`src/design/fmpnc_pkg.sv`:
```
// fmpnc_pkg: shared types and constants for the frame mix / normalize / compress block
// no dependencies
`timescale 1ns / 1ps

package fmpnc_pkg;

   localparam int MaxFrameSamples = 2048;
   localparam int AddrWidth       = $clog2(MaxFrameSamples);
   localparam int CountWidth      = AddrWidth + 1;
   localparam int SampleWidth     = 20;
   localparam int OutWidth        = 18;
   localparam int MagWidth        = 20;
   localparam int QueueDepth      = 4;
   localparam int QueueAddrWidth  = $clog2(QueueDepth);
   // dividend width for a*65536 + peak/2
   localparam int DivWidth        = 37;

   localparam logic [2:0] CsrNormalize = 3'd0;
   localparam logic [2:0] CsrCompress  = 3'd1;
   localparam logic [2:0] CsrThreshold = 3'd2;
   localparam logic [2:0] CsrRatio     = 3'd3;

   typedef struct packed {
      logic                    cmd;
      logic signed [19:0]      mix_sample;
      logic signed [19:0]      acc_sample;
   } req_type;

   typedef struct packed {
      logic signed [17:0]      out_sample;
      logic                    frame_end;
      logic                    peak_scaled;
   } rsp_type;

   // job handed from front to back: one stored sample to condition
   typedef struct packed {
      logic signed [SampleWidth-1:0] sample;
      logic [MagWidth-1:0]           peak;
      logic                          last;
   } job_type;

   typedef enum logic [2:0] {
      BACK_IDLE,
      BACK_DIV1,
      BACK_CHECK,
      BACK_DIV2,
      BACK_EMIT
   } back_state_type;

endpackage

```
`src/design/fmpnc_queue.sv`:
```
// fmpnc_queue: short fifo of drain jobs between front and back
// depends on fmpnc_pkg
`timescale 1ns / 1ps

module fmpnc_queue (
   input  logic                 clock,
   input  logic                 reset,
   input  logic                 push,
   input  fmpnc_pkg::job_type   push_data,
   output logic                 full,
   input  logic                 pop,
   output fmpnc_pkg::job_type   pop_data,
   output logic                 empty
);

   fmpnc_pkg::job_type slot_ff [fmpnc_pkg::QueueDepth];
   logic [fmpnc_pkg::QueueAddrWidth-1:0] wp_ff, rp_ff;
   logic [fmpnc_pkg::QueueAddrWidth:0]   cnt_ff;

   assign full     = cnt_ff == (fmpnc_pkg::QueueAddrWidth+1)'(fmpnc_pkg::QueueDepth);
   assign empty    = cnt_ff == '0;
   assign pop_data = slot_ff[rp_ff];

   always_ff @(posedge clock) begin
      if (push && !full) begin
         slot_ff[wp_ff] <= push_data;
      end
      if (reset) begin
         wp_ff  <= '0;
         rp_ff  <= '0;
         cnt_ff <= '0;
      end else begin
         if (push && !full) begin
            wp_ff <= wp_ff + 1'b1;
         end
         if (pop && !empty) begin
            rp_ff <= rp_ff + 1'b1;
         end
         cnt_ff <= cnt_ff + (push && !full) - (pop && !empty);
      end
   end

   a_no_overflow: assert property (@(posedge clock) disable iff (reset)
      full && !(pop && !empty) |=> full)
      else $error("queue count lost");
   a_bounded: assert property (@(posedge clock) disable iff (reset)
      cnt_ff <= (fmpnc_pkg::QueueAddrWidth+1)'(fmpnc_pkg::QueueDepth))
      else $error("queue count out of range");
   a_empty_full: assert property (@(posedge clock) disable iff (reset) !(empty && full))
      else $error("queue both empty and full");

endmodule

```
`config.mk`:
```
export PLATFORM = sky130hd
export DESIGN_NAME = fmpnc_queue
export DESIGN_NICKNAME = d
export VERILOG_FILES = /design/src/design/fmpnc_pkg.sv /design/src/design/fmpnc_queue.sv
export SDC_FILE = /design/constraint.sdc
export NUM_CORES = 1
export LEC_CHECK = 0
export ABC_CLOCK_PERIOD_IN_PS = 5900
export BUFFER_PORTS_ARGS = -buffer_cell sky130_fd_sc_hd__buf_4
export CAP_MARGIN = 20
export CORE_MARGIN = 2
export CORE_UTILIZATION = 30
export CTS_BUF_LIST = sky130_fd_sc_hd__clkbuf_2 sky130_fd_sc_hd__clkbuf_4 sky130_fd_sc_hd__clkbuf_8
export DETAILED_ROUTE_END_ITERATION = 16
export GPL_TIMING_DRIVEN = 0
export PLACE_DENSITY = 0.58
export REMOVE_ABC_BUFFERS = 1
export SLEW_MARGIN = 10
export SYNTH_ARGS = -nofsm -noshare
export SYNTH_HDL_FRONTEND = slang
export SYNTH_SLANG_ARGS = --single-unit
```
`constraint.sdc`:
```
create_clock -name clock -period 5.9 [get_ports clock]
set_input_delay 0.59 -clock clock [delete_from_list [all_inputs] [get_ports clock]]
set_output_delay 0.59 -clock clock [all_outputs]
set_load 0.03 [all_outputs]
```
==> flow_metrics.tcl <==
set metrics [dict create \
    status "finished clean" \
    power_uw 3320 \
    rows 53 \
    hold_viol 0 \
    dp_slack_ns 3.40 \
    synthCells 266 \
    synthArstFlopShare_pct 0 \
    whs_ns 0.341 \
    ir_worst_vdd_v 0.000210 \
    synth_top_flop_cell "edfxtp_1" \
    initial_utilization_pct 30.6 \
    syn_avg_cell_area_sq_um 24.2 \
    synth_seq_cells 173 \
    cts_buffers 17 \
    drive_gt1_share_pct 45.3 \
    synth_warnings 0 \
    rsz0062_at_grt "no" \
    min_path_type "primary input to register" \
    fmax_ghz 0.368 \
    drt_iter0_markers 188 \
    drc 0 \
    gr-usage-met2_pct 18.1 \
    min_period_ns 2.72 \
    path_clk_slew_ns 0.10 \
    clock-sinks 173 \
    clockBufferDepth 2 \
    worst_path_max_delay_cell "dfxtp_4" \
    die_h_um 151 \
    grt_pass1_vias 3218 \
    chipWidth_um 151 \
    ant_nets 0 \
    gr-max-usage-layer "met2" \
    antenna_found_initial 0 \
    drv_cap 0 \
    ys_seq_area_share_pct 79.2 \
    drt-wirelength-per-cell_um 17.7 \
    cp-start-kind "register" \
    avgViaCountPerCell 4.40 \
    dieArea_sq_um 22700 \
    crit_type "register to primary output" \
    syn2layout_area_growth_pct 21.6 \
    required_ns 5.31 \
    io_pins 88 \
    post_cts_resized 0 \
    cp_top_family "flip-flops" \
    drv_slew 0 \
    first_pass_iters 5 \
    cts_tree "yes" \
    fin_cells 655 \
    multiInputGateArea_sq_um 1200 \
    crit_buf_inv 2 \
    leakagePower_uw 0.00260 \
    regArea_sq_um 5110 \
    dp.cells 623 \
    setup.worst_path.end_class "primary output" \
    arrival_ns 2.13 \
    p_per_area_nw_per_um2 424 \
    diodes 0 \
    finalSetupTns_ns 0 \
    layout_commonest_cell "edfxtp_1" \
    hold_buffers 0 \
    ys_types 26 \
    grt_max_degree 26 \
    setup_violations 0 \
    post-cts-setup-buffers 0 \
    root_buffer "clkbuf_8" \
    grt_pass1_wl_um 17700 \
    fin_nets 419 \
    worstMarginPinSlew_ns 0.655 \
    cp_cell_sequence "buf_12 > mux4_1 > buf_4" \
    place.gp.congestion 0.686 \
    coreArea_sq_um 21100 \
    place_hpwl_um 7260 \
    synth_edf_count 164 \
    grt_use_total_pct 10.8 \
    slowest_delay_ns 0.63 \
    maxSlewHeadroom_pct 56.3 \
    numPortBuffers 87 \
    cp_max_fo 23 \
    gr-total-overflow 0 \
    grt_util_met3_pct 3.67 \
    mostFrequentLayoutCells "164 x edfxtp_1, 87 x buf_4, 40 x mux4_2" \
    post-route-period-util_pct 46.0 \
    cts_max_level 4 \
    fillCellCount 1956 \
    vias 2880 \
    setup_ws_ns 3.18 \
    clk_latency_ns 0.44 \
    clock_skew_ns 0.0109 \
    routed_wl_um 11600 \
    grtUsageMet1_pct 13.1 \
    syn_area_sq_um 6450 \
]
[registers in the layout (all words and copies together) (netlist names), named ones only]
signal / cells
slot_ff: 164
wp_ff: 2
cnt_ff: 3
rp_ff: 2
[metrics by stage]
stage	utilization [%]	area [sq um]
after floorplan	-	6330
after global placement	34.7	7330
after detailed placement	35.4	7460
after CTS	37.2	7840
after global routing	37.2	7840
final	37.2	7840
[report_power, final]
| group | switching [uW] | internal (uW) |
|---|---|---|
| Sequential | 79.5 | 1480 |
| Combinational | 530 | 436 |
| Clock | 421 | 381 |
[synthesized netlist by cell type (all sizes together), types with 4 or more instances]
library cell    n  area [sq um]
edfxtp        164          4920
mux4           41           927
buf            10           115
dfxtp           9           180
inv             8          30.0
ha              6          75.1
and2            4          25.0
nor2            4          15.0
[per-layer routing]
metal / part of all wire, % / routed length [um]
met5: 0 / 0
met4: 1.0 / 116
met3: 4.5 / 527
met2: 52 / 5990
met1: 43 / 4960
[cells by family after synthesis]
logic type               count (synthesis)  synth area share (%)
flip-flops                             173                  79.2
AO/OA/AOI/OAI                            5                 0.504
AND/OR/NAND/NOR                         17                  1.61
adder cells (fa/ha/maj)                  7                  1.47
buffers and inverters                   19                  2.31
XOR/XNOR                                 3                 0.408
multiplexers                            42                  14.5
[path summary, 6_finish.rpt]
check	from	cells past startpoint	slack (ns)	endpoint
worst max register to register	cnt_ff[1]$_SDFF_PP0_	10	3.56	cnt_ff[2]$_SDFF_PP0_
worst min register to register	rp_ff[1]$_SDFFE_PP0P_	2	0.50	register
worst min-delay path	push_data[21]	1	0.34	slot_ff[3][21]$_DFFE_PP_
worst max-delay path	register	3	3.18	pop_data[39]
[final cells by class]
class,count,area share (%)
timing repair buffer,93,9.86
multi-input combinational,74,15.3
sequential,173,65.2
inverter,8,0.383
clock buffer,18,3.08
tap,275,4.39
clock inverter,14,1.80
Power figures use the tool's default switching activity.
