===== src/design/fmpnc_pkg.sv =====
// fmpnc_pkg: shared types and constants for the frame mix / normalize / compress block
// no dependencies
`timescale 1ns / 1ps

package fmpnc_pkg;

   localparam int MaxFrameSamples = 2048;
   localparam int AddrWidth       = $clog2(MaxFrameSamples);
   localparam int CountWidth      = AddrWidth + 1;
   localparam int SampleWidth     = 20;
   localparam int OutWidth        = 18;
   localparam int MagWidth        = 20;
   localparam int QueueDepth      = 4;
   localparam int QueueAddrWidth  = $clog2(QueueDepth);
   // dividend width for a*65536 + peak/2
   localparam int DivWidth        = 37;

   localparam logic [2:0] CsrNormalize = 3'd0;
   localparam logic [2:0] CsrCompress  = 3'd1;
   localparam logic [2:0] CsrThreshold = 3'd2;
   localparam logic [2:0] CsrRatio     = 3'd3;

   typedef struct packed {
      logic                    cmd;
      logic signed [19:0]      mix_sample;
      logic signed [19:0]      acc_sample;
   } req_type;

   typedef struct packed {
      logic signed [17:0]      out_sample;
      logic                    frame_end;
      logic                    peak_scaled;
   } rsp_type;

   // job handed from front to back: one stored sample to condition
   typedef struct packed {
      logic signed [SampleWidth-1:0] sample;
      logic [MagWidth-1:0]           peak;
      logic                          last;
   } job_type;

   typedef enum logic [2:0] {
      BACK_IDLE,
      BACK_DIV1,
      BACK_CHECK,
      BACK_DIV2,
      BACK_EMIT
   } back_state_type;

endpackage


===== src/design/fmpnc_back.sv =====
// fmpnc_back: conditions one sample with a shared serial divider, holds the result
// depends on fmpnc_pkg
`timescale 1ns / 1ps

module fmpnc_back (
   input  logic                 clock,
   input  logic                 reset,
   input  logic                 normalize_enable,
   input  logic                 compress_enable,
   input  logic [16:0]          comp_threshold,
   input  logic [15:0]          comp_ratio,
   input  logic                 job_empty,
   input  fmpnc_pkg::job_type   job_data,
   output logic                 job_pop,
   output logic                 rsp_empty,
   input  logic                 rsp_pop,
   output fmpnc_pkg::rsp_type   rsp_data
);

   fmpnc_pkg::back_state_type state_ff, state_in;
   logic [fmpnc_pkg::DivWidth-1:0] quo_ff, quo_in;     // dividend shifting into quotient
   logic [20:0]    rem_ff, rem_in;
   logic [19:0]    div_ff, div_in;
   logic [5:0]     cnt_ff, cnt_in;
   logic [16:0]    a_ff, a_in;
   logic           neg_ff, neg_in, last_ff, last_in, scl_ff, scl_in;
   logic           have_ff, have_in;
   fmpnc_pkg::rsp_type out_ff, out_in;
   logic [19:0]    mag;
   logic [20:0]    trial;
   logic [15:0]    ratio;
   logic [16:0]    exc;
   logic           start;
   // keeps whether the unclamped magnitude went above 17 bits
   logic           mag_hi_ff;

   assign mag   = job_data.sample[19] ? 20'(-job_data.sample) : job_data.sample;
   assign ratio = (comp_ratio < 16'd256) ? 16'd256 : comp_ratio;
   assign exc   = a_ff - comp_threshold;
   assign trial = {rem_ff[19:0], quo_ff[fmpnc_pkg::DivWidth-1]} - {1'b0, div_ff};
   assign start = state_ff == fmpnc_pkg::BACK_IDLE;

   always_comb begin
      state_in = state_ff;
      case (state_ff)
         fmpnc_pkg::BACK_IDLE: begin
            if (!job_empty) begin
               if (normalize_enable && job_data.peak > 20'd65536) begin
                  state_in = fmpnc_pkg::BACK_DIV1;
               end else begin
                  state_in = fmpnc_pkg::BACK_CHECK;
               end
            end
         end
         fmpnc_pkg::BACK_DIV1: begin
            if (cnt_ff == 6'd0) begin
               state_in = fmpnc_pkg::BACK_CHECK;
            end
         end
         fmpnc_pkg::BACK_CHECK: begin
            if (normalize_enable && compress_enable && {3'b0, a_ff} > {3'b0, comp_threshold}) begin
               state_in = fmpnc_pkg::BACK_DIV2;
            end else begin
               state_in = fmpnc_pkg::BACK_EMIT;
            end
         end
         fmpnc_pkg::BACK_DIV2: begin
            if (cnt_ff == 6'd0) begin
               state_in = fmpnc_pkg::BACK_EMIT;
            end
         end
         fmpnc_pkg::BACK_EMIT: begin
            if (!have_ff || rsp_pop) begin
               state_in = fmpnc_pkg::BACK_IDLE;
            end
         end
         default: state_in = fmpnc_pkg::BACK_IDLE;
      endcase
   end

   always_comb begin
      quo_in  = quo_ff;
      rem_in  = rem_ff;
      div_in  = div_ff;
      cnt_in  = cnt_ff;
      a_in    = a_ff;
      neg_in  = neg_ff;
      last_in = last_ff;
      scl_in  = scl_ff;
      have_in = have_ff;
      out_in  = out_ff;
      job_pop = 1'b0;
      if (have_ff && rsp_pop) begin
         have_in = 1'b0;
      end
      case (state_ff)
         fmpnc_pkg::BACK_IDLE: begin
            if (!job_empty) begin
               job_pop = 1'b1;
               neg_in  = job_data.sample[19];
               last_in = job_data.last;
               scl_in  = 1'b0;
               a_in    = mag[16:0];
               if (normalize_enable && job_data.peak > 20'd65536) begin
                  scl_in = 1'b1;
                  quo_in = {1'b0, mag, 16'd0}
                         + fmpnc_pkg::DivWidth'(job_data.peak[19:1]);
                  rem_in = '0;
                  div_in = job_data.peak;
                  cnt_in = 6'(fmpnc_pkg::DivWidth - 1);
               end
            end
         end
         fmpnc_pkg::BACK_DIV1, fmpnc_pkg::BACK_DIV2: begin
            if (!trial[20]) begin
               rem_in = trial;
               quo_in = {quo_ff[fmpnc_pkg::DivWidth-2:0], 1'b1};
            end else begin
               rem_in = {rem_ff[19:0], quo_ff[fmpnc_pkg::DivWidth-1]};
               quo_in = {quo_ff[fmpnc_pkg::DivWidth-2:0], 1'b0};
            end
            if (cnt_ff == 6'd0) begin
               if (state_ff == fmpnc_pkg::BACK_DIV1) begin
                  a_in = quo_in[16:0];
               end else begin
                  a_in = comp_threshold + quo_in[16:0];
               end
            end else begin
               cnt_in = cnt_ff - 1'b1;
            end
         end
         fmpnc_pkg::BACK_CHECK: begin
            if (!normalize_enable) begin
               // plain clamp to +-1.0 on the magnitude
               if (a_ff > 17'd65536 || mag_hi_ff) begin
                  a_in = 17'd65536;
               end
            end
            quo_in = fmpnc_pkg::DivWidth'({exc, 8'd0}) + fmpnc_pkg::DivWidth'(ratio[15:1]);
            rem_in = '0;
            div_in = {4'd0, ratio};
            cnt_in = 6'(fmpnc_pkg::DivWidth - 1);
         end
         fmpnc_pkg::BACK_EMIT: begin
            if (!have_ff || rsp_pop) begin
               have_in            = 1'b1;
               out_in.out_sample  = neg_ff ? -$signed({1'b0, a_ff}) : $signed({1'b0, a_ff});
               out_in.frame_end   = last_ff;
               out_in.peak_scaled = scl_ff;
            end
         end
         default: begin
         end
      endcase
   end

   always_ff @(posedge clock) begin
      if (start && !job_empty) begin
         mag_hi_ff <= |mag[19:17];
      end
   end

   always_ff @(posedge clock) begin
      if (reset) begin
         state_ff <= fmpnc_pkg::BACK_IDLE;
         have_ff  <= 1'b0;
      end else begin
         state_ff <= state_in;
         have_ff  <= have_in;
      end
      quo_ff  <= quo_in;
      rem_ff  <= rem_in;
      div_ff  <= div_in;
      cnt_ff  <= cnt_in;
      a_ff    <= a_in;
      neg_ff  <= neg_in;
      last_ff <= last_in;
      scl_ff  <= scl_in;
      out_ff  <= out_in;
   end

   assign rsp_empty = !have_ff;
   assign rsp_data  = out_ff;

   a_pop_idle: assert property (@(posedge clock) disable iff (reset)
      job_pop |-> state_ff == fmpnc_pkg::BACK_IDLE)
      else $error("job taken while busy");
   a_emit_fills: assert property (@(posedge clock) disable iff (reset)
      state_ff == fmpnc_pkg::BACK_EMIT && !have_ff |=> have_ff)
      else $error("result not registered");
   a_range: assert property (@(posedge clock) disable iff (reset)
      have_ff |-> out_ff.out_sample <= 18'sd65536 && out_ff.out_sample >= -18'sd65536)
      else $error("result out of range");

endmodule


===== config.mk =====
export PLATFORM = sky130hd
export DESIGN_NAME = fmpnc_back
export DESIGN_NICKNAME = d
export VERILOG_FILES = /design/src/design/fmpnc_pkg.sv /design/src/design/fmpnc_back.sv
export SDC_FILE = /design/constraint.sdc
export NUM_CORES = 1
export LEC_CHECK = 0
export BUFFER_PORTS_ARGS = -buffer_cell sky130_fd_sc_hd__clkbuf_2
export CORE_UTILIZATION = 40
export CTS_CLUSTER_SIZE = 28
export DETAILED_ROUTE_END_ITERATION = 10
export HOLD_SLACK_MARGIN = 0.12
export SLEW_MARGIN = 20
export SYNTH_ARGS = -nofsm -noshare
export SYNTH_HDL_FRONTEND = slang
export SYNTH_SLANG_ARGS = --single-unit

===== constraint.sdc =====
create_clock -name clock -period 10.1 [get_ports clock]
set_clock_uncertainty 0.1 [all_clocks]
set_input_delay 1.515 -clock clock [delete_from_list [all_inputs] [get_ports clock]]
set_output_delay 1.515 -clock clock [all_outputs]
set_load 0.1 [all_outputs]

==> results of run 1 <==
-- power groups by stage --
| stage | clock network (mW) | logic (mW) | registers [mW] |
|---|---|---|---|
| floorplan | 0 | 1.35 | 0.952 |
| global placement | 0 | 1.76 | 0.987 |
| detailed placement | 0 | 1.77 | 0.991 |
| CTS | 0.699 | 1.79 | 0.981 |
| global route | 0.722 | 1.99 | 1.00 |
| finish | 0.693 | 1.80 | 0.982 |
-- Yosys cell counts (all sizes together) (9+ instances only) --
master  number  area share, %
o31ai       14            1.0
o21ai       73            3.6
xor2        37            3.2
a22oi       14            1.0
a31oi       16           0.99
nand4       12           0.75
mux2i       31            3.1
or3         17            1.1
nand2       81            3.0
a21o        20            1.5
and2         9           0.56
a21oi       51            2.5
o211ai       9           0.67
or2          9           0.56
inv         78            2.9
ha          68            8.5
nor2        76            2.8
nor3        26            1.4
nand2b      14           0.87
nand3       17           0.89
nor2b       14           0.87
a211oi       9           0.67
a22o        11           0.96
xnor2       63            5.5
o22ai       10           0.62
nor4        11           0.75
clkbuf      40            1.5
edfxtp     124             37
-- worst max-delay path, stage by stage, from the launching register on --
cell	delay [ps]
edfxtp_1	390
ha_1	410
a21o_1	220
a211o_1	300
a21oi_1	270
o21ai_0	200
o211ai_1	460
nand3_2	690
ha_1	490
a21o_1	200
a21o_1	210
a2111oi_0	710
o31ai_1	300
nand2_1	160
o21ai_0	130
mux2i_1	150
o21ai_0	80
-- registers in the layout, indices dropped and copies added (netlist names) --
| name | count |
|---|---|
| a_ff | 17 |
| quo_ff | 37 |
| last_ff | 1 |
| state_ff | 3 |
| have_ff | 1 |
| scl_ff | 1 |
| neg_ff | 1 |
| rsp_data | 20 |
| rem_ff | 20 |
| div_ff | 20 |
| cnt_ff | 6 |
| mag_hi_ff | 1 |
-- metrics by stage --
stage / cell area (um^2) / power (mW) / hold WS (ps) / std cells / setup WS [ps]
2_1_floorplan: 10070 / 2.301 / 300.3 / 1074 / 3779
3_5_place_dp: 10880 / 2.763 / 311.8 / 1461 / 4549
5_1_grt: 11530 / 3.713 / 342.0 / 1493 / 3982
3_3_place_gp: 10880 / 2.747 / 306.8 / 1461 / 4713
4_1_cts: 11530 / 3.467 / 332.9 / 1493 / 4504
6_report: 11530 / 3.473 / 326.5 / 1493 / 4350
-- cell type report --
type | count | area [um^2]
clock buffer | 17 | 425.4
multi-input combinational | 820 | 5796
fill | 2357 | 13000
tap | 324 | 405.4
timing repair buffer | 111 | 580.6
sequential | 128 | 3804
inverter | 78 | 292.8
clock inverter | 15 | 231.5
-- layer usage --
layer / share of wire, % / vias up / routed length [um] / track usage [%]
met3: 5.9 / 33 / 1687 / 3.667
met5: 0 / - / 0 / 0
met1: 48 / 4081 / 13740 / 32.48
li1: - / 4171 / - / -
met2: 44 / 275 / 12520 / 34.32
met4: 2.4 / 0 / 697 / 7.749
-- kinds of logic (layout without fill, tap and decap cells) --
kind of cell    Yosys count  in the layout  share of synthesized area [%]
compound gates          294            294                          19.52
xor+xnor                100            100                          8.699
fa+ha+maj                73             73                          9.445
buf+inv                 126            221                          4.933
flops                   128            128                          37.78
mux                      35             35                          3.529
simple gates            318            318                          16.09
-- worst max path at each step --
stage                from        to  slack [ps]
2_1_floorplan   job_empty   job_pop        3780
3_3_place_gp   rem_ff[11]  a_ff[16]        4710
3_5_place_dp   rem_ff[11]  a_ff[15]        4550
4_1_cts        rem_ff[11]  a_ff[13]        4500
5_1_grt        rem_ff[11]  a_ff[15]        3980
6_report       rem_ff[11]  a_ff[15]        4350
==> results.json, run 1 <==
{
  "power_frac_clock_pct": 20.0,
  "p_comb_share_pct": 51.8,
  "wirelength_um": 28650,
  "rsz0062_at_grt": "no",
  "highest_fanout_seen_on_the_critical_path": 23,
  "chipWidth_um": 160.7,
  "syn_avg_cell_area_um2": 9.375,
  "worst_setup_path_start_kind": "register",
  "ioPinCount": 102,
  "drt.antenna.violating_nets": 0,
  "setup.reg_to_reg.worst_slack_ps": 4350,
  "status": "completed",
  "drive_above_1_share_pct": 14.80,
  "vias_per_cell": 5.733,
  "finish.net_count": 1309,
  "finalSetupTns_ps": 0,
  "asyncSetResetFlopFracSynth_pct": 0,
  "drc": 0,
  "row_count": 57,
  "p_leak_nw": 4.663,
  "coreArea_um2": 24530,
  "cts.hold.buffers_added": 0,
  "synth_fp_nets": 1227,
  "p_sw_mw": 1.484,
  "worst_r2r_startpoint": "rem_ff[11]",
  "hold_class": "register to register",
  "p_sw_share_pct": 42.72,
  "cts_resized": 0,
  "path_class": "register to register",
  "mostFrequentLayoutCells": "124 x edfxtp_1, 101 x clkbuf_2, 80 x nand2_1",
  "ys_ff_latch": 128,
  "yosysWarnings": 0,
  "syn2layout_area_growth_pct": 14.56,
  "grt_overflow": 0,
  "whs_endpoint": "rsp_data[1]",
  "reg2reg_to": "a_ff[15]",
  "post-route-min-period_ps": 5750,
  "netlist-cell-type-count": 75,
  "crit_path_end_kind": "register",
  "grt_util_all_layers_pct": 22.61,
  "number_of_standard_cells_after_synthesis": 1074,
  "n_antenna_cell": 0,
  "power_density_nw_per_um2": 301.1,
  "cts_buffers": 17,
  "first_iteration_detailed_routing_drc_count": 731,
  "ys.flop_type": "edfxtp_1",
  "hold_viol_final": 0,
  "final_max_slew_viol_count": 0,
  "min_path_cells": 0,
  "routed-via-count": 8560,
  "clock_sink_count": 128,
  "path_clk_slew_ps": 60,
  "synth_edf_count": 124,
  "initial_cell_density_of_the_core_pct": 41.04,
  "drv.max_cap_violation_count": 0,
  "critPathArrivalTime_ps": 5810,
  "worstPathRequired_ps": 10160,
  "io_buffer_count": 101,
  "finish.utilization_pct": 47.02,
  "number_of_global_route_vias_before_repair": 7799,
  "most_common_cell_after_layout_fill_and_taps_aside": "edfxtp_1",
  "grt_pass1_wl_um": 44290,
  "yosysSeqAreaShare_pct": 37.78,
  "routabilityCongestion": 0.9357,
  "number_of_buffers_on_the_longest_clock_path": 2,
  "antenna_found_initial": 0,
  "report.final.setup_viol": 0,
  "power_frac_seq_pct": 28.3,
  "grt_max_degree": 58,
  "cts_tree": "built",
  "syn-cell-area_um2": 10070,
  "floorplan.die.height_um": 160.7,
  "cts_root_buf": "clkbuf_16",
  "worst_hold_startpoint": "last_ff",
  "htreeDepth": 4,
  "slew_headroom_pct": 29.18,
  "r2r_cells": 16,
  "tightest_slew_ps": 1062,
  "avgRoutedWirePerCell_um": 19.19,
  "max_rail_drop_vdd_mv": 0.1281,
  "drt_first_pass_iters": 7,
  "max_clock_freq_ghz": 0.1739,
  "clk_latency_ps": 430,
  "dieArea_um2": 25810,
  "post-route-period-util_pct": 56.93,
  "p_int_mw": 1.989,
  "cts_post_setup_buffers_inserted": 0,
  "sum_of_net_half_perimeters_after_detailed_placement_um": 22370
}
(Power assumes the default switching activity.)
==> inputs of run 2 (changes only) <==
clock period = 5.7 ns   (was 10.1 ns; I/O delays follow)
==> results.json, run 2 (same netlist as run 1, synthesis figures left out) <==
{
  "grt_util_all_layers_pct": 22.77,
  "post-route-min-period_ps": 5036,
  "n_antenna_cell": 0,
  "grt_pass1_wl_um": 44920,
  "final_max_slew_viol_count": 0,
  "r2r_cells": 18,
  "initial_cell_density_of_the_core_pct": 41.04,
  "path_class": "register to register",
  "worst_setup_path_start_kind": "register",
  "rsz0062_at_grt": "no",
  "cts_resized": 0,
  "number_of_global_route_vias_before_repair": 8026,
  "first_iteration_detailed_routing_drc_count": 798,
  "cts_tree": "built",
  "mostFrequentLayoutCells": "124 x edfxtp_1, 101 x clkbuf_2, 81 x nand2_1",
  "path_clk_slew_ps": 60,
  "max_rail_drop_vdd_mv": 0.2156,
  "clk_latency_ps": 430,
  "dpl_cell_area_um2": 10900,
  "drv.max_cap_violation_count": 0,
  "status": "completed",
  "timing.hold.ws_ps": 320.1,
  "highest_fanout_seen_on_the_critical_path": 7,
  "cts.hold.buffers_added": 0,
  "syn2layout_area_growth_pct": 14.28,
  "grt_overflow": 0,
  "routabilityCongestion": 0.9047,
  "report.final.setup_viol": 0,
  "drc": 0,
  "p_leak_nw": 4.647,
  "postLayoutCellArea_um2": 11510,
  "finalPower_mw": 6.075,
  "grt_max_degree": 38,
  "setup_slack_ps": 664.4,
  "most_common_cell_after_layout_fill_and_taps_aside": "edfxtp_1",
  "row_count": 57,
  "min_path_cells": 0,
  "dieArea_um2": 25810,
  "drt.antenna.violating_nets": 0,
  "floorplan.die.height_um": 160.7,
  "max_ffs_per_register": 37,
  "slew_headroom_pct": 36.00,
  "tightest_slew_ps": 954.2,
  "coreArea_um2": 24530,
  "routed-via-count": 8554,
  "ioPinCount": 102,
  "drt_first_pass_iters": 6,
  "chipWidth_um": 160.7,
  "finish.net_count": 1312,
  "number_of_buffers_on_the_longest_clock_path": 2,
  "hold_viol_final": 0,
  "post-route-period-util_pct": 88.34,
  "wirelength_um": 28590,
  "cts_post_setup_buffers_inserted": 0,
  "cts_buffers": 17,
  "hold_class": "register to register",
  "vias_per_cell": 5.718,
  "worstPathRequired_ps": 5760,
  "regMostFlops": "quo_ff",
  "avgRoutedWirePerCell_um": 19.11,
  "critPathArrivalTime_ps": 5100,
  "antenna_found_initial": 0,
  "drive_above_1_share_pct": 14.93,
  "max_clock_freq_ghz": 0.1986,
  "preCtsSetupSlack_ps": 753.7,
  "sum_of_net_half_perimeters_after_detailed_placement_um": 22250,
  "cts_root_buf": "clkbuf_16",
  "finalSetupTns_ps": 0,
  "htreeDepth": 4,
  "power_density_nw_per_um2": 527.9,
  "clock_sink_count": 128,
  "io_buffer_count": 101,
  "crit_path_end_kind": "register"
}
==> run 2: worst max-delay path, stage by stage, from the launching register on <==
cell and delay (ps):
edfxtp_1 390, ha_1 400, a21o_1 230, a211o_1 290, a21oi_1 280, o21ai_0 200
or3_1 490, nand3_2 120, ha_1 170, inv_1 50, fa_1 390, nor2b_1 170
o2111ai_1 140, a31oi_1 340, a41oi_1 240, o31ai_1 320, xnor2_1 170, mux2i_1 200
a21oi_1 80
==> run 2: routing by layer <==
metal	GRT usage [%]	up-vias	part of all wire, %	wire, um
li1	-	4175	-	-
met1	32.53	4043	47	13520
met2	33.25	295	43	12260
met3	4.752	41	6.8	1946
met4	9.394	0	3.0	870
met5	0	-	0	0
==> run 2: path summary, 6_finish.rpt <==
path,endpoint,slack (ps),startpoint
setup / recovery,a_ff[16],660,rem_ff[11]
hold / removal,rsp_data[0],320,scl_ff
setup reg to reg,a_ff[16],660,rem_ff[11]
hold reg to reg,rsp_data[0],320,scl_ff
==> run 2: stage by stage <==
step	std cells	util, %
floorplan	1074	-
global placement	1464	44.42
detailed placement	1464	44.42
CTS	1496	46.89
global route	1496	46.90
finish	1496	46.90
==> run 2: layout make-up <==
class / count / area, um^2
Clock buffer: 17 / 425.4
Clock inverter: 15 / 181.4
Fill cell: 2407 / 13030
Inverter: 78 / 292.8
Multi-Input combinational cell: 820 / 5794
Sequential cell: 128 / 3804
Tap cell: 324 / 405.4
Timing Repair Buffer: 114 / 603.1
==> run 2: power breakdown <==
part / internal (mW) / switching, mW
sequential: 1.48 / 0.250
combinational: 1.27 / 1.93
clock: 0.693 / 0.458
total: 3.44 / 2.64
==> inputs of run 3 (changes only) <==
ABC_CLOCK_PERIOD_IN_PS = 5700   (was not set)
BUFFER_PORTS_ARGS = not set   (was -buffer_cell sky130_fd_sc_hd__clkbuf_2)
DONT_BUFFER_PORTS = 1   (was not set)
SLEW_MARGIN = not set   (was 20)
==> results.json, run 3 (same netlist as run 1, synthesis figures left out) <==
{
  "wirelength_um": 28370,
  "grt_util_all_layers_pct": 22.57,
  "avgRoutedWirePerCell_um": 20.35,
  "worst_setup_path_start_kind": "register",
  "cts_buffers": 17,
  "worstPathRequired_ps": 5770,
  "max_ffs_per_register": 37,
  "io_buffer_count": 0,
  "cp-startpoint": "rem_ff[11]",
  "path_clk_slew_ps": 60,
  "max_clock_freq_ghz": 0.1985,
  "coreArea_um2": 24530,
  "path_class": "register to register",
  "maximum_cell_stage_delay_along_the_critical_path_ps": 490,
  "fillCellCount": 2386,
  "floorplan.die.height_um": 160.7,
  "cts.hold.buffers_added": 0,
  "report.final.setup_viol": 0,
  "preCtsSetupSlack_ps": 689.2,
  "htreeDepth": 4,
  "setup.reg_to_reg.worst_slack_ps": 660,
  "vias_per_cell": 5.914,
  "grt_max_degree": 39,
  "grt_overflow": 0,
  "post-route-min-period_ps": 5038,
  "worst_setup_path_end": "a_ff[16]",
  "chipWidth_um": 160.7,
  "drc": 0,
  "cts_tree": "built",
  "dieArea_um2": 25810,
  "final_max_slew_viol_count": 0,
  "row_count": 57,
  "r2r_cells": 18,
  "drt_first_pass_iters": 5,
  "critPathArrivalTime_ps": 5100,
  "slew_headroom_pct": 23.64,
  "crit_path_end_kind": "register",
  "mostFrequentLayoutCells": "124 x edfxtp_1, 81 x nand2_1, 78 x inv_1",
  "tightest_slew_ps": 1136,
  "cts_root_buf": "clkbuf_16",
  "setup_slack_ps": 662.2,
  "initial_cell_density_of_the_core_pct": 41.04,
  "grt_pass1_wl_um": 44590,
  "n_antenna_cell": 0,
  "cts_post_setup_buffers_inserted": 0,
  "clk_latency_ps": 430,
  "ioPinCount": 102,
  "drv.max_cap_violation_count": 0,
  "max_rail_drop_vdd_mv": 0.2199,
  "routabilityCongestion": 0.9278,
  "drt.antenna.violating_nets": 0,
  "cts_resized": 0,
  "sum_of_net_half_perimeters_after_detailed_placement_um": 21900,
  "hold_class": "register to register",
  "most_common_cell_after_layout_fill_and_taps_aside": "edfxtp_1",
  "power_density_nw_per_um2": 553.4,
  "first_iteration_detailed_routing_drc_count": 896,
  "number_of_global_route_vias_before_repair": 7827,
  "antenna_found_initial": 0,
  "finish.net_count": 1210,
  "status": "completed",
  "routed-via-count": 8244,
  "reg2reg_to": "a_ff[16]",
  "hold_viol_final": 0,
  "syn2layout_area_growth_pct": 9.867,
  "drive_above_1_share_pct": 6.729,
  "number_of_buffers_on_the_longest_clock_path": 2,
  "highest_fanout_seen_on_the_critical_path": 7,
  "post-route-period-util_pct": 88.38,
  "rsz0062_at_grt": "no",
  "p_leak_nw": 4.255,
  "worst_r2r_startpoint": "rem_ff[11]",
  "crit_slowest_cell": "or3_1",
  "crit_chain": "ha_1 -> a21o_1 -> a211o_1 -> a21oi_1 -> o21ai_0 -> or3_1 -> nand3_2 -> ha_1 -> inv_1 -> fa_1 -> nor2b_1 -> o2111ai_1 -> a31oi_1 -> a41oi_1 -> o31ai_1 -> xnor2_1 -> mux2i_1 -> a21oi_1",
  "finalSetupTns_ps": 0,
  "regMostFlops": "quo_ff",
  "clock_sink_count": 128
}
==> run 3: cell types whose count changed in the layout (fill, tap and decap cells not counted), moves of 2 or more <==
| cell | delta |
|---|---|
| clkinvlp_4 | -2 |
| clkbuf_2 | -101 |
| clkinv_4 | +3 |
| clkbuf_1 | +2 |
| inv_6 | -3 |
| buf_4 | -2 |
| bufinv_16 | +2 |
==> run 3: critical path: cells and delay by family (launching register included) <==
family | cells | cell delay (ps)
AOI/OAI and AO/OA | 9 | 2100
xor gates and xnor gates | 1 | 170
adders and majority gates | 3 | 980
buffers and inverters | 1 | 60
DFF | 1 | 380
muxes | 1 | 200
and+or+nand+nor | 3 | 770
==> run 3: per-layer routing <==
layer | track usage [%] | routed length (um) | up-vias
li1 | - | - | 3970
met1 | 31.71 | 13140 | 3944
met2 | 34.89 | 12610 | 301
met3 | 5.010 | 2235 | 29
met4 | 6.017 | 381 | 0
met5 | 0 | 0 | -
==> run 3: stage by stage <==
stage / utilization, % / hold WS, ps / total power [mW] / instance area, um^2 / std cells
global placement: 42.43 / 303.5 / 4.808 / 10410 / 1362
global route: 45.09 / 323.4 / 6.546 / 11060 / 1394
floorplan: - / 300.3 / 4.077 / 10070 / 1074
detailed placement: 42.43 / 307.0 / 4.843 / 10410 / 1362
CTS: 45.09 / 314.5 / 6.099 / 11060 / 1394
finish: 45.09 / 320.9 / 6.122 / 11060 / 1394
==> run 3: area by class of cell <==
| class | instances | area [um^2] | area share [%] |
|---|---|---|---|
| inverters | 78 | 292.8 | 2.647 |
| well taps | 324 | 405.4 | 3.665 |
| flip-flops and latches | 128 | 3804 | 34.39 |
| repair buffers | 12 | 107.6 | 0.9727 |
| clock inverters | 12 | 206.4 | 1.866 |
| multi-input cells | 820 | 5799 | 52.43 |
| clock buffers | 20 | 446.7 | 4.038 |
==> run 3: power by group <==
part	switching [mW]	internal [mW]	total, mW	leakage, nW
clock	0.441	0.791	1.23	0.315
sequential	0.310	1.48	1.79	1.23
combinational	1.85	1.25	3.10	2.71
==> run 3: worst min-delay path by stage <==
| stage | from | to | slack (ps) | cells after the start |
|---|---|---|---|---|
| 3_3_place_gp | scl_ff | rsp_data[0] | 300 | 0 |
| 2_1_floorplan | scl_ff | rsp_data[0] | 300 | 0 |
| 5_1_grt | scl_ff | rsp_data[0] | 320 | 0 |
| 3_5_place_dp | scl_ff | rsp_data[0] | 310 | 0 |
| 6_report | scl_ff | rsp_data[0] | 320 | 0 |
| 4_1_cts | scl_ff | rsp_data[0] | 310 | 0 |
